--- config.mk ---
export PLATFORM = sky130hd
export DESIGN_NAME = ultrasonic_obstacle_avoider_core
export DESIGN_NICKNAME = d
export VERILOG_FILES = /design/src/sv/uoa_pkg.sv /design/src/sv/ultrasonic_obstacle_avoider_core.sv /design/src/sv/uoa_filter.sv
export SDC_FILE = /design/constraint.sdc
export NUM_CORES = 1
export LEC_CHECK = 0
export BUFFER_PORTS_ARGS = -buffer_cell sky130_fd_sc_hd__buf_2
export CAP_MARGIN = 20
export CORE_MARGIN = 2
export CORE_UTILIZATION = 62
export CTS_BUF_LIST = sky130_fd_sc_hd__clkbuf_4 sky130_fd_sc_hd__clkbuf_8 sky130_fd_sc_hd__clkbuf_16
export DETAILED_ROUTE_END_ITERATION = 12
export GPL_ROUTABILITY_DRIVEN = 0
export GPL_TIMING_DRIVEN = 0
export PLACE_DENSITY = 0.89
export REMOVE_ABC_BUFFERS = 1
export SYNTH_ARGS = -nofsm -noshare
export SYNTH_HDL_FRONTEND = slang
export SYNTH_SLANG_ARGS = --single-unit
--- constraint.sdc ---
create_clock -name clk -period 29 [get_ports clk]
set_input_delay 1.45 -clock clk [delete_from_list [all_inputs] [get_ports clk]]
set_output_delay 1.45 -clock clk [all_outputs]
set_load 0.02 [all_outputs]
--- src/sv/uoa_pkg.sv ---
// uoa_pkg: shared types, codes and constants of the ultrasonic obstacle avoider
// holds the sample and result word types and the echo-width to distance conversion
// no dependencies
package uoa_pkg;

  typedef struct packed {
    logic [31:0] now_ms;
    logic        echo_ok;
    logic [15:0] echo_us;
  } sample_t;

  typedef struct packed {
    logic [2:0]  motor_cmd;
    logic [7:0]  left_duty;
    logic [7:0]  right_duty;
    logic [14:0] distance_q6;
    logic [1:0]  zone;
  } result_t;

  localparam logic [2:0] CMD_STOP  = 3'd0;
  localparam logic [2:0] CMD_FWD   = 3'd1;
  localparam logic [2:0] CMD_BACK  = 3'd2;
  localparam logic [2:0] CMD_LEFT  = 3'd3;
  localparam logic [2:0] CMD_RIGHT = 3'd4;

  localparam logic [1:0] ZONE_BACK  = 2'd0;
  localparam logic [1:0] ZONE_FRONT = 2'd1;
  localparam logic [1:0] ZONE_CLEAR = 2'd2;

  localparam logic [2:0] REG_THRESHOLD = 3'd0;
  localparam logic [2:0] REG_BACK_TIME = 3'd1;
  localparam logic [2:0] REG_TURN_TIME = 3'd2;
  localparam logic [2:0] REG_MIN_DUTY  = 3'd3;
  localparam logic [2:0] REG_FAST_DUTY = 3'd4;
  localparam logic [2:0] REG_SLOW_DUTY = 3'd5;

  localparam logic [8:0]  THRESHOLD_RESET = 9'd20;
  localparam logic [15:0] BACK_TIME_RESET = 16'd400;
  localparam logic [15:0] TURN_TIME_RESET = 16'd80;
  localparam logic [7:0]  MIN_DUTY_RESET  = 8'd50;
  localparam logic [7:0]  FAST_DUTY_RESET = 8'd70;
  localparam logic [7:0]  SLOW_DUTY_RESET = 8'd50;

  localparam int unsigned Q6_MAX = 25600;
  localparam logic [14:0] Q6_BACK_ZONE = 15'd640;

  // echo widths outside this range land on the 2 cm / 400 cm clamps
  localparam logic [15:0] US_MIN = 16'd118;
  localparam logic [15:0] US_MAX = 16'd23529;
  // ceil(2^31 / 250), exact floor divide for operands below 2^23
  localparam logic [23:0] RECIP_250 = 24'd8589935;
  localparam int RECIP_250_SHIFT = 31;

  // round(us * 0.017 * 64) clamped to 2..400 cm, as (us*272 + 125) / 250
  function automatic logic [14:0] width_to_q6(input logic [15:0] us);
    logic [14:0] us_c;
    logic [22:0] num;
    logic [46:0] prod;
    begin
      if (us < US_MIN) begin
        us_c = US_MIN[14:0];
      end else if (us > US_MAX) begin
        us_c = US_MAX[14:0];
      end else begin
        us_c = us[14:0];
      end
      num = (23'(us_c) << 8) + (23'(us_c) << 4) + 23'd125;
      prod = 47'(num) * 47'(RECIP_250);
      width_to_q6 = 15'(prod >> RECIP_250_SHIFT);
    end
  endfunction

endpackage

--- src/sv/ultrasonic_obstacle_avoider_core.sv ---
// ultrasonic_obstacle_avoider_core: top level of the ultrasonic obstacle avoider
// converts ranging samples to filtered distance and runs the avoidance phase machine
// depends on uoa_pkg and uoa_filter
//
// usage
// sample channel (sample_valid/sample_ready/sample): one word per ranging sample,
//   carrying the ms timestamp, the echo ok flag and the echo width in us
// result channel (result_valid/result_ready/result): exactly one word per sample,
//   with motor command, both duties, filtered distance and zone
// cfg port: cfg_we writes cfg_data into the register selected by cfg_index;
//   write only while no sample is in flight
// latency: a sample accepted at one clock edge shows its result word after the next edge
// throughput: one sample per cycle; the echo conversion multiply sits before the
//   input register and the window average multiply before the result register
// stall: while the result word is not taken, the input register holds one more
//   sample and sample_ready drops only when both are occupied
// reset (rst, synchronous): registers return to their default values, the window
//   empties, the last distance is zero, the phase is idle and the first turn is right
module ultrasonic_obstacle_avoider_core #(
  parameter int WINDOW_DEPTH = 3
) (
  input  logic             clk,
  input  logic             rst,
  input  logic             cfg_we,
  input  logic [2:0]       cfg_index,
  input  logic [15:0]      cfg_data,
  input  logic             sample_valid,
  output logic             sample_ready,
  input  uoa_pkg::sample_t sample,
  output logic             result_valid,
  input  logic             result_ready,
  output uoa_pkg::result_t result
);

  typedef enum logic [1:0] {
    PH_IDLE,
    PH_BACK,
    PH_TURN
  } phase_t;

  typedef struct packed {
    logic [31:0] now_ms;
    logic        echo_good;
    logic [14:0] raw_q6;
  } stage_t;

  logic [8:0]  threshold_cm;
  logic [15:0] back_time_ms;
  logic [15:0] turn_time_ms;
  logic [7:0]  duty_floor;
  logic [7:0]  fast_duty;
  logic [7:0]  slow_duty;

  logic        pipe_valid;
  stage_t      pipe;
  stage_t      pipe_next;
  logic        advance;

  phase_t      phase;
  phase_t      phase_next;
  logic [31:0] phase_start;
  logic [31:0] phase_start_next;
  logic        turn_left;
  logic        turn_left_next;
  logic [14:0] last_distance;
  logic [14:0] last_distance_next;

  logic [14:0] filtered_q6;
  logic [14:0] dist_q6;
  logic [14:0] thr_q6;
  logic [31:0] elapsed;
  logic [7:0]  fast_f;
  logic [7:0]  slow_f;
  uoa_pkg::result_t result_next;

  assign advance      = pipe_valid && (!result_valid || result_ready);
  assign sample_ready = !pipe_valid || advance;

  assign pipe_next.now_ms    = sample.now_ms;
  assign pipe_next.echo_good = sample.echo_ok && (sample.echo_us != 16'd0);
  assign pipe_next.raw_q6    = uoa_pkg::width_to_q6(sample.echo_us);

  uoa_filter #(
    .WINDOW_DEPTH(WINDOW_DEPTH)
  ) u_filter (
    .clk        (clk),
    .rst        (rst),
    .write_en   (advance && pipe.echo_good),
    .raw_q6     (pipe.raw_q6),
    .filtered_q6(filtered_q6)
  );

  assign dist_q6 = pipe.echo_good ? filtered_q6 : last_distance;
  assign thr_q6  = {threshold_cm, 6'd0};
  assign elapsed = pipe.now_ms - phase_start;
  assign fast_f  = (fast_duty < duty_floor) ? duty_floor : fast_duty;
  assign slow_f  = (slow_duty < duty_floor) ? duty_floor : slow_duty;
  assign last_distance_next = dist_q6;

  always_comb begin
    phase_next       = phase;
    phase_start_next = phase_start;
    turn_left_next   = turn_left;
    result_next.motor_cmd   = uoa_pkg::CMD_STOP;
    result_next.left_duty   = 8'd0;
    result_next.right_duty  = 8'd0;
    result_next.distance_q6 = dist_q6;
    if (dist_q6 < uoa_pkg::Q6_BACK_ZONE) begin
      result_next.zone = uoa_pkg::ZONE_BACK;
    end else if (dist_q6 < thr_q6) begin
      result_next.zone = uoa_pkg::ZONE_FRONT;
    end else begin
      result_next.zone = uoa_pkg::ZONE_CLEAR;
    end
    unique case (phase)
      PH_BACK: begin
        if (elapsed < 32'(back_time_ms)) begin
          result_next.motor_cmd  = uoa_pkg::CMD_BACK;
          result_next.left_duty  = fast_f;
          result_next.right_duty = fast_f;
        end else begin
          phase_next       = PH_TURN;
          phase_start_next = pipe.now_ms;
        end
      end
      PH_TURN: begin
        if (elapsed < 32'(turn_time_ms)) begin
          if (turn_left) begin
            result_next.motor_cmd  = uoa_pkg::CMD_LEFT;
            result_next.left_duty  = slow_f;
            result_next.right_duty = fast_f;
          end else begin
            result_next.motor_cmd  = uoa_pkg::CMD_RIGHT;
            result_next.left_duty  = fast_f;
            result_next.right_duty = slow_f;
          end
        end else begin
          turn_left_next = !turn_left;
          phase_next     = PH_IDLE;
          result_next.motor_cmd  = uoa_pkg::CMD_FWD;
          result_next.left_duty  = fast_f;
          result_next.right_duty = fast_f;
        end
      end
      default: begin
        phase_next = PH_IDLE;
        if (dist_q6 < thr_q6) begin
          phase_next       = PH_BACK;
          phase_start_next = pipe.now_ms;
        end else begin
          result_next.motor_cmd  = uoa_pkg::CMD_FWD;
          result_next.left_duty  = fast_f;
          result_next.right_duty = fast_f;
        end
      end
    endcase
  end

  // configuration registers
  always_ff @(posedge clk) begin
    if (rst) begin
      threshold_cm <= uoa_pkg::THRESHOLD_RESET;
      back_time_ms <= uoa_pkg::BACK_TIME_RESET;
      turn_time_ms <= uoa_pkg::TURN_TIME_RESET;
      duty_floor   <= uoa_pkg::MIN_DUTY_RESET;
      fast_duty    <= uoa_pkg::FAST_DUTY_RESET;
      slow_duty    <= uoa_pkg::SLOW_DUTY_RESET;
    end else if (cfg_we) begin
      unique case (cfg_index)
        uoa_pkg::REG_THRESHOLD: threshold_cm <= cfg_data[8:0];
        uoa_pkg::REG_BACK_TIME: back_time_ms <= cfg_data;
        uoa_pkg::REG_TURN_TIME: turn_time_ms <= cfg_data;
        uoa_pkg::REG_MIN_DUTY:  duty_floor   <= cfg_data[7:0];
        uoa_pkg::REG_FAST_DUTY: fast_duty    <= cfg_data[7:0];
        uoa_pkg::REG_SLOW_DUTY: slow_duty    <= cfg_data[7:0];
        default: ;
      endcase
    end
  end

  // input register
  always_ff @(posedge clk) begin
    if (rst) begin
      pipe_valid <= 1'b0;
    end else if (sample_ready) begin
      pipe_valid <= sample_valid;
    end
    if (sample_valid && sample_ready) begin
      pipe <= pipe_next;
    end
  end

  // phase machine and result register
  always_ff @(posedge clk) begin
    if (rst) begin
      phase         <= PH_IDLE;
      phase_start   <= '0;
      turn_left     <= 1'b0;
      last_distance <= '0;
      result_valid  <= 1'b0;
    end else begin
      if (advance) begin
        phase         <= phase_next;
        phase_start   <= phase_start_next;
        turn_left     <= turn_left_next;
        last_distance <= last_distance_next;
        result_valid  <= 1'b1;
      end else if (result_ready) begin
        result_valid  <= 1'b0;
      end
    end
    if (advance) begin
      result <= result_next;
    end
  end

`ifndef SYNTHESIS
  a_stop_zero_duty: assert property (@(posedge clk) disable iff (rst)
    result_valid && (result.motor_cmd == uoa_pkg::CMD_STOP)
      |-> (result.left_duty == 8'd0) && (result.right_duty == 8'd0))
    else $error("stop word carries nonzero duty");

  a_back_zone_range: assert property (@(posedge clk) disable iff (rst)
    result_valid && (result.zone == uoa_pkg::ZONE_BACK)
      |-> (result.distance_q6 < uoa_pkg::Q6_BACK_ZONE))
    else $error("back zone with distance of 10 cm or more");

  a_distance_max: assert property (@(posedge clk) disable iff (rst)
    result_valid |-> (result.distance_q6 <= 15'(uoa_pkg::Q6_MAX)))
    else $error("distance above 400 cm");

  a_stall_cause: assert property (@(posedge clk) disable iff (rst)
    !sample_ready |-> pipe_valid && result_valid && !result_ready)
    else $error("input stalled without output backpressure");

  a_turn_toggle: assert property (@(posedge clk) disable iff (rst)
    advance && (phase == PH_TURN) && (phase_next == PH_IDLE)
      |=> (turn_left != $past(turn_left)))
    else $error("turn direction did not alternate");
`endif

endmodule

--- src/sv/uoa_filter.sv ---
// uoa_filter: moving-average window over converted distance samples
// keeps a running window sum and divides it by a reciprocal multiply
// depends on uoa_pkg
module uoa_filter #(
  parameter int WINDOW_DEPTH = 3
) (
  input  logic        clk,
  input  logic        rst,
  input  logic        write_en,
  input  logic [14:0] raw_q6,
  output logic [14:0] filtered_q6
);

  localparam int IDX_W = (WINDOW_DEPTH > 1) ? $clog2(WINDOW_DEPTH) : 1;
  localparam logic [IDX_W-1:0] LAST_IDX = IDX_W'(WINDOW_DEPTH - 1);
  localparam int SUM_W =
    $clog2(WINDOW_DEPTH * uoa_pkg::Q6_MAX + WINDOW_DEPTH / 2 + 1);
  localparam int RECIP_SHIFT = SUM_W + $clog2(WINDOW_DEPTH);
  localparam int RECIP_W = RECIP_SHIFT + 1;
  localparam longint unsigned RECIP =
    ((64'd1 << RECIP_SHIFT) + WINDOW_DEPTH - 1) / WINDOW_DEPTH;
  localparam int PROD_W = SUM_W + RECIP_W;

  logic [14:0]        win [WINDOW_DEPTH];
  logic [IDX_W-1:0]   idx;
  logic [IDX_W-1:0]   idx_next;
  logic               full;
  logic               full_next;
  logic               wrap;
  logic [SUM_W-1:0]   sum;
  logic [SUM_W-1:0]   sum_next;
  logic [SUM_W-1:0]   rounded;
  logic [14:0]        old;
  logic [PROD_W-1:0]  prod;
  logic [14:0]        avg;

  assign wrap      = (idx == LAST_IDX);
  assign idx_next  = wrap ? '0 : idx + IDX_W'(1);
  assign full_next = full | wrap;
  // the slot being replaced only counts once the window has filled
  assign old       = full ? win[idx] : '0;
  assign sum_next  = sum - SUM_W'(old) + SUM_W'(raw_q6);
  assign rounded   = sum_next + SUM_W'(WINDOW_DEPTH / 2);
  assign prod      = PROD_W'(rounded) * PROD_W'(RECIP_W'(RECIP));
  assign avg       = 15'(prod >> RECIP_SHIFT);
  assign filtered_q6 = full_next ? avg : raw_q6;

  always_ff @(posedge clk) begin
    if (write_en) begin
      win[idx] <= raw_q6;
    end
  end

  always_ff @(posedge clk) begin
    if (rst) begin
      idx  <= '0;
      full <= 1'b0;
      sum  <= '0;
    end else if (write_en) begin
      idx  <= idx_next;
      full <= full_next;
      sum  <= sum_next;
    end
  end

endmodule
==> results.md <==
- Critical Path RT: 29.46 ns
- CP max stage cell: dfxtp_1
- Share of flip-flops with an asynchronous set or reset: 0%
- Number of synthesized flops with an enable pin: ~130
- Yosys warns: 0
- Finished Layout Cells: between 3000 and 4000
- Worst slew pin tran: 1.230 ns
- Die Span X: 216.2 µm
- Type of origin of the critical path: flip-flop
- Total track usage: 29.70%
- Synth area leader: ha_1
- Number of synthesized register bits: 268
- Hold Slack: 0.4597 ns
- Critical path class: reg2reg
- F_max: 0.07012 GHz
- Final hold vios: 0
- Ant diodes: 0
- Clk buf depth: 3
- Final period utilization: 49.18%
- Reg2reg setup slack: 14.74 ns
- Clock Latency Late Sink: 0.57 ns
- Gr ovfl total: 0
- CTS clock-pin slew for the worst setup and hold paths: 0.07 ns
- # setup viols final: 0
- Vias in the first global route: 23648
- Mean Syn Cell Area: 9.340 µm²
- Crit. End Element: flip-flop
- Worst-path fanout max: 18
- Main synth FF type: dfxtp_1
- Largest net degree at the start of global routing: 95
- CTS Sinks: about 270
- Routed vias/inst: 6.031
- Die Area: 46740 µm²
- Max-Cap Viols: 0
- CTS Buf Count: 26
- Die H: 216.2 µm
- Port Buffers: 110
- Reg2reg path depth: 47
- Post-route antenna net violation count: 0
- Layout Skew: 0.04156 ns
- Reg2reg end: phase_start[16]$_SDFFE_PP0P_
- Clock Root Buffer: clkbuf_16
- Initial antenna violation count: 0
- Nets: 3829
- Layout Utilization: around 68%
- Mapped Cells: 2989
- CP endpoint: phase_start[16]$_SDFFE_PP0P_
- Starting Density: 62.99%
- Multi-input gate area: 18930 µm²
- Status: completed
- Dpl hpwl: 55.93 mm
- Global-route wire length before repair: about 110 mm
- Top Ports: 111
- Synthesized cell area: approximately 28000 µm²
- Final wirelength: 69.20 mm
- Setup TNS: 0 ns
- DR vias: 22230
- Critical path data arrival time: approximately 15 ns
- Sequential element share of the synthesized area: between 20% and 30%
- Standard-cell rows: 77
- Post-CTS setup buffers: 0
- Initial DRC count: roughly 1700
- Final min period: roughly 14 ns
- RSZ-0062 raised after global routing: no
- Area contributors post-synth: ha_1 (20%), fa_1 (17%), edfxtp_1 (14%), dfxtp_1 (10%), inv_1 (7.4%)
- Netlist cell types: 83
- Worst min-delay path class: reg2reg
- Core box area: 44320 µm²
- Area delta synth->final: 7.866%
- Layout cells sized above 1: approximately 6.8%
- Post-CTS sizing: 0
- Rel. slew slack: 17.82%
- HP Start: back_time_ms[12]$_SDFFE_PP0P_
- Critical Path Max Stage Delay: around 0.92 ns
- Synth top area share: approximately a fifth
- Clock tree from TritonCTS: done
- Final Max Slew Viols: 0
- Cells after DPL: about 3600
- Hold Buf Count CTS: 0
- DRC Markers: 0
- Layout fillers: 3107
- Drt wl/cell: 18.77 µm
- DR pass1 iterations: 8
- Htree depth: 1
- Register Area: 6656 µm²
-- layout make-up --
cell class | count | share of cell area [%]
timing repair buffer | 128 | 2.788
sequential | 268 | 22.10
clock buffer | 31 | 2.306
tap | 592 | 2.460
multi-input combinational | 2097 | 62.86
clock inverter | 16 | 0.5734
inverter | 554 | 6.906
-- stage by stage --
stage | worst slack [ns] | area [µm²]
3_5_place_dp | 15.06 | 29170
2_1_floorplan | 16.59 | 27640
4_1_cts | 15.00 | 30040
6_report | 14.74 | 30110
5_1_grt | 14.08 | 30110
3_3_place_gp | 14.40 | 28930
-- cell families after synthesis --
kind of cell | count (synthesis) | share of synthesized area, %
adders and majority gates | 681 | 36.81
and+or+nand+nor | 665 | 11.74
buffers and inverters | 624 | 8.435
AOI/OAI and AO/OA | 580 | 13.46
DFF | 268 | 23.84
xor gates and xnor gates | 98 | 3.075
muxes | 73 | 2.631
-- state kept, by name (all words and copies together) (netlist names), 9 cells and up, named ones only --
| register | count |
|---|---|
| result | 36 |
| phase_start | 32 |
| pipe | 48 |
| back_time_ms | 16 |
| turn_time_ms | 16 |
| u_filter.sum | 17 |
| threshold_cm | 9 |
| last_distance | 15 |
| u_filter.win | 45 |
-- routing by layer --
metal	wire length (µm)	vias to the layer above	global-route usage [%]	share of wire (%)
met2	35160	946	54.33	51
met5	0	-	0	0
met1	26130	10748	33.44	38
met3	4262	296	4.421	6.2
met4	3645	0	15.39	5.3
li1	-	10240	-	-
-- how the worst min path moves through the flow --
stage               depth (start not counted)  slack, ns                        endpoint
floorplan                                   2       0.42  last_distance[14]$_SDFFE_PP0P_
global placement                            2       0.44  last_distance[14]$_SDFFE_PP0P_
detailed placement                          2       0.44  last_distance[14]$_SDFFE_PP0P_
CTS                                         2       0.45  last_distance[14]$_SDFFE_PP0P_
global route                                2       0.47    u_filter.sum[0]$_SDFFE_PP0P_
finish                                      2       0.46   back_time_ms[12]$_SDFFE_PP0P_
-- Yosys cell counts (20+ instances only) --
cell / number
edfxtp_1: 129
o21a_1: 28
o21ai_0: 82
a211oi_1: 27
ha_1: 447
nand3_1: 41
a21o_1: 68
nor2b_1: 24
nor2_1: 110
nand2b_1: 84
xor2_1: 36
nor3_1: 24
inv_1: 554
xnor2_1: 62
fa_1: 234
a21oi_1: 203
dfxtp_1: 139
o22ai_1: 20
clkbuf_1: 61
mux2i_1: 70
and2_1: 33
and3_1: 23
nand2_1: 252
a31oi_1: 25
-- critical path, delay by kind of cell, from the launching register on --
kind	cells	cell delay [ns]
muxes	2	0.54
and+or+nand+nor	10	2.75
adders and majority gates	10	4.37
xor gates and xnor gates	1	0.46
DFF	1	0.92
AOI/OAI and AO/OA	17	4.29
buffers and inverters	7	0.79
-- placed cells by master (no fill, tap or decap), types with 10 or more instances in the layout --
cell type  count
a211o_1       14
a211oi_1      27
a21o_1        68
a21oi_1      203
a31oi_1       25
and2_1        32
and3_1        23
buf_2        110
clkbuf_16     26
dfxtp_1      139
edfxtp_1     129
fa_1         234
ha_1         447
inv_1        554
mux2i_1       70
nand2_1      252
nand2b_1      84
nand3_1       41
nand3b_1      10
nand4_1       11
nor2_1       110
nor2b_1       24
nor3_1        23
o211ai_1      12
o21a_1        28
o21ai_0       81
o21bai_1      15
o22ai_1       20
xnor2_1       62
xor2_1        36
Power is left out: the tool's default activity adds up to more than one toggle a clock period on the data nets, which glitch-free logic cannot reach.
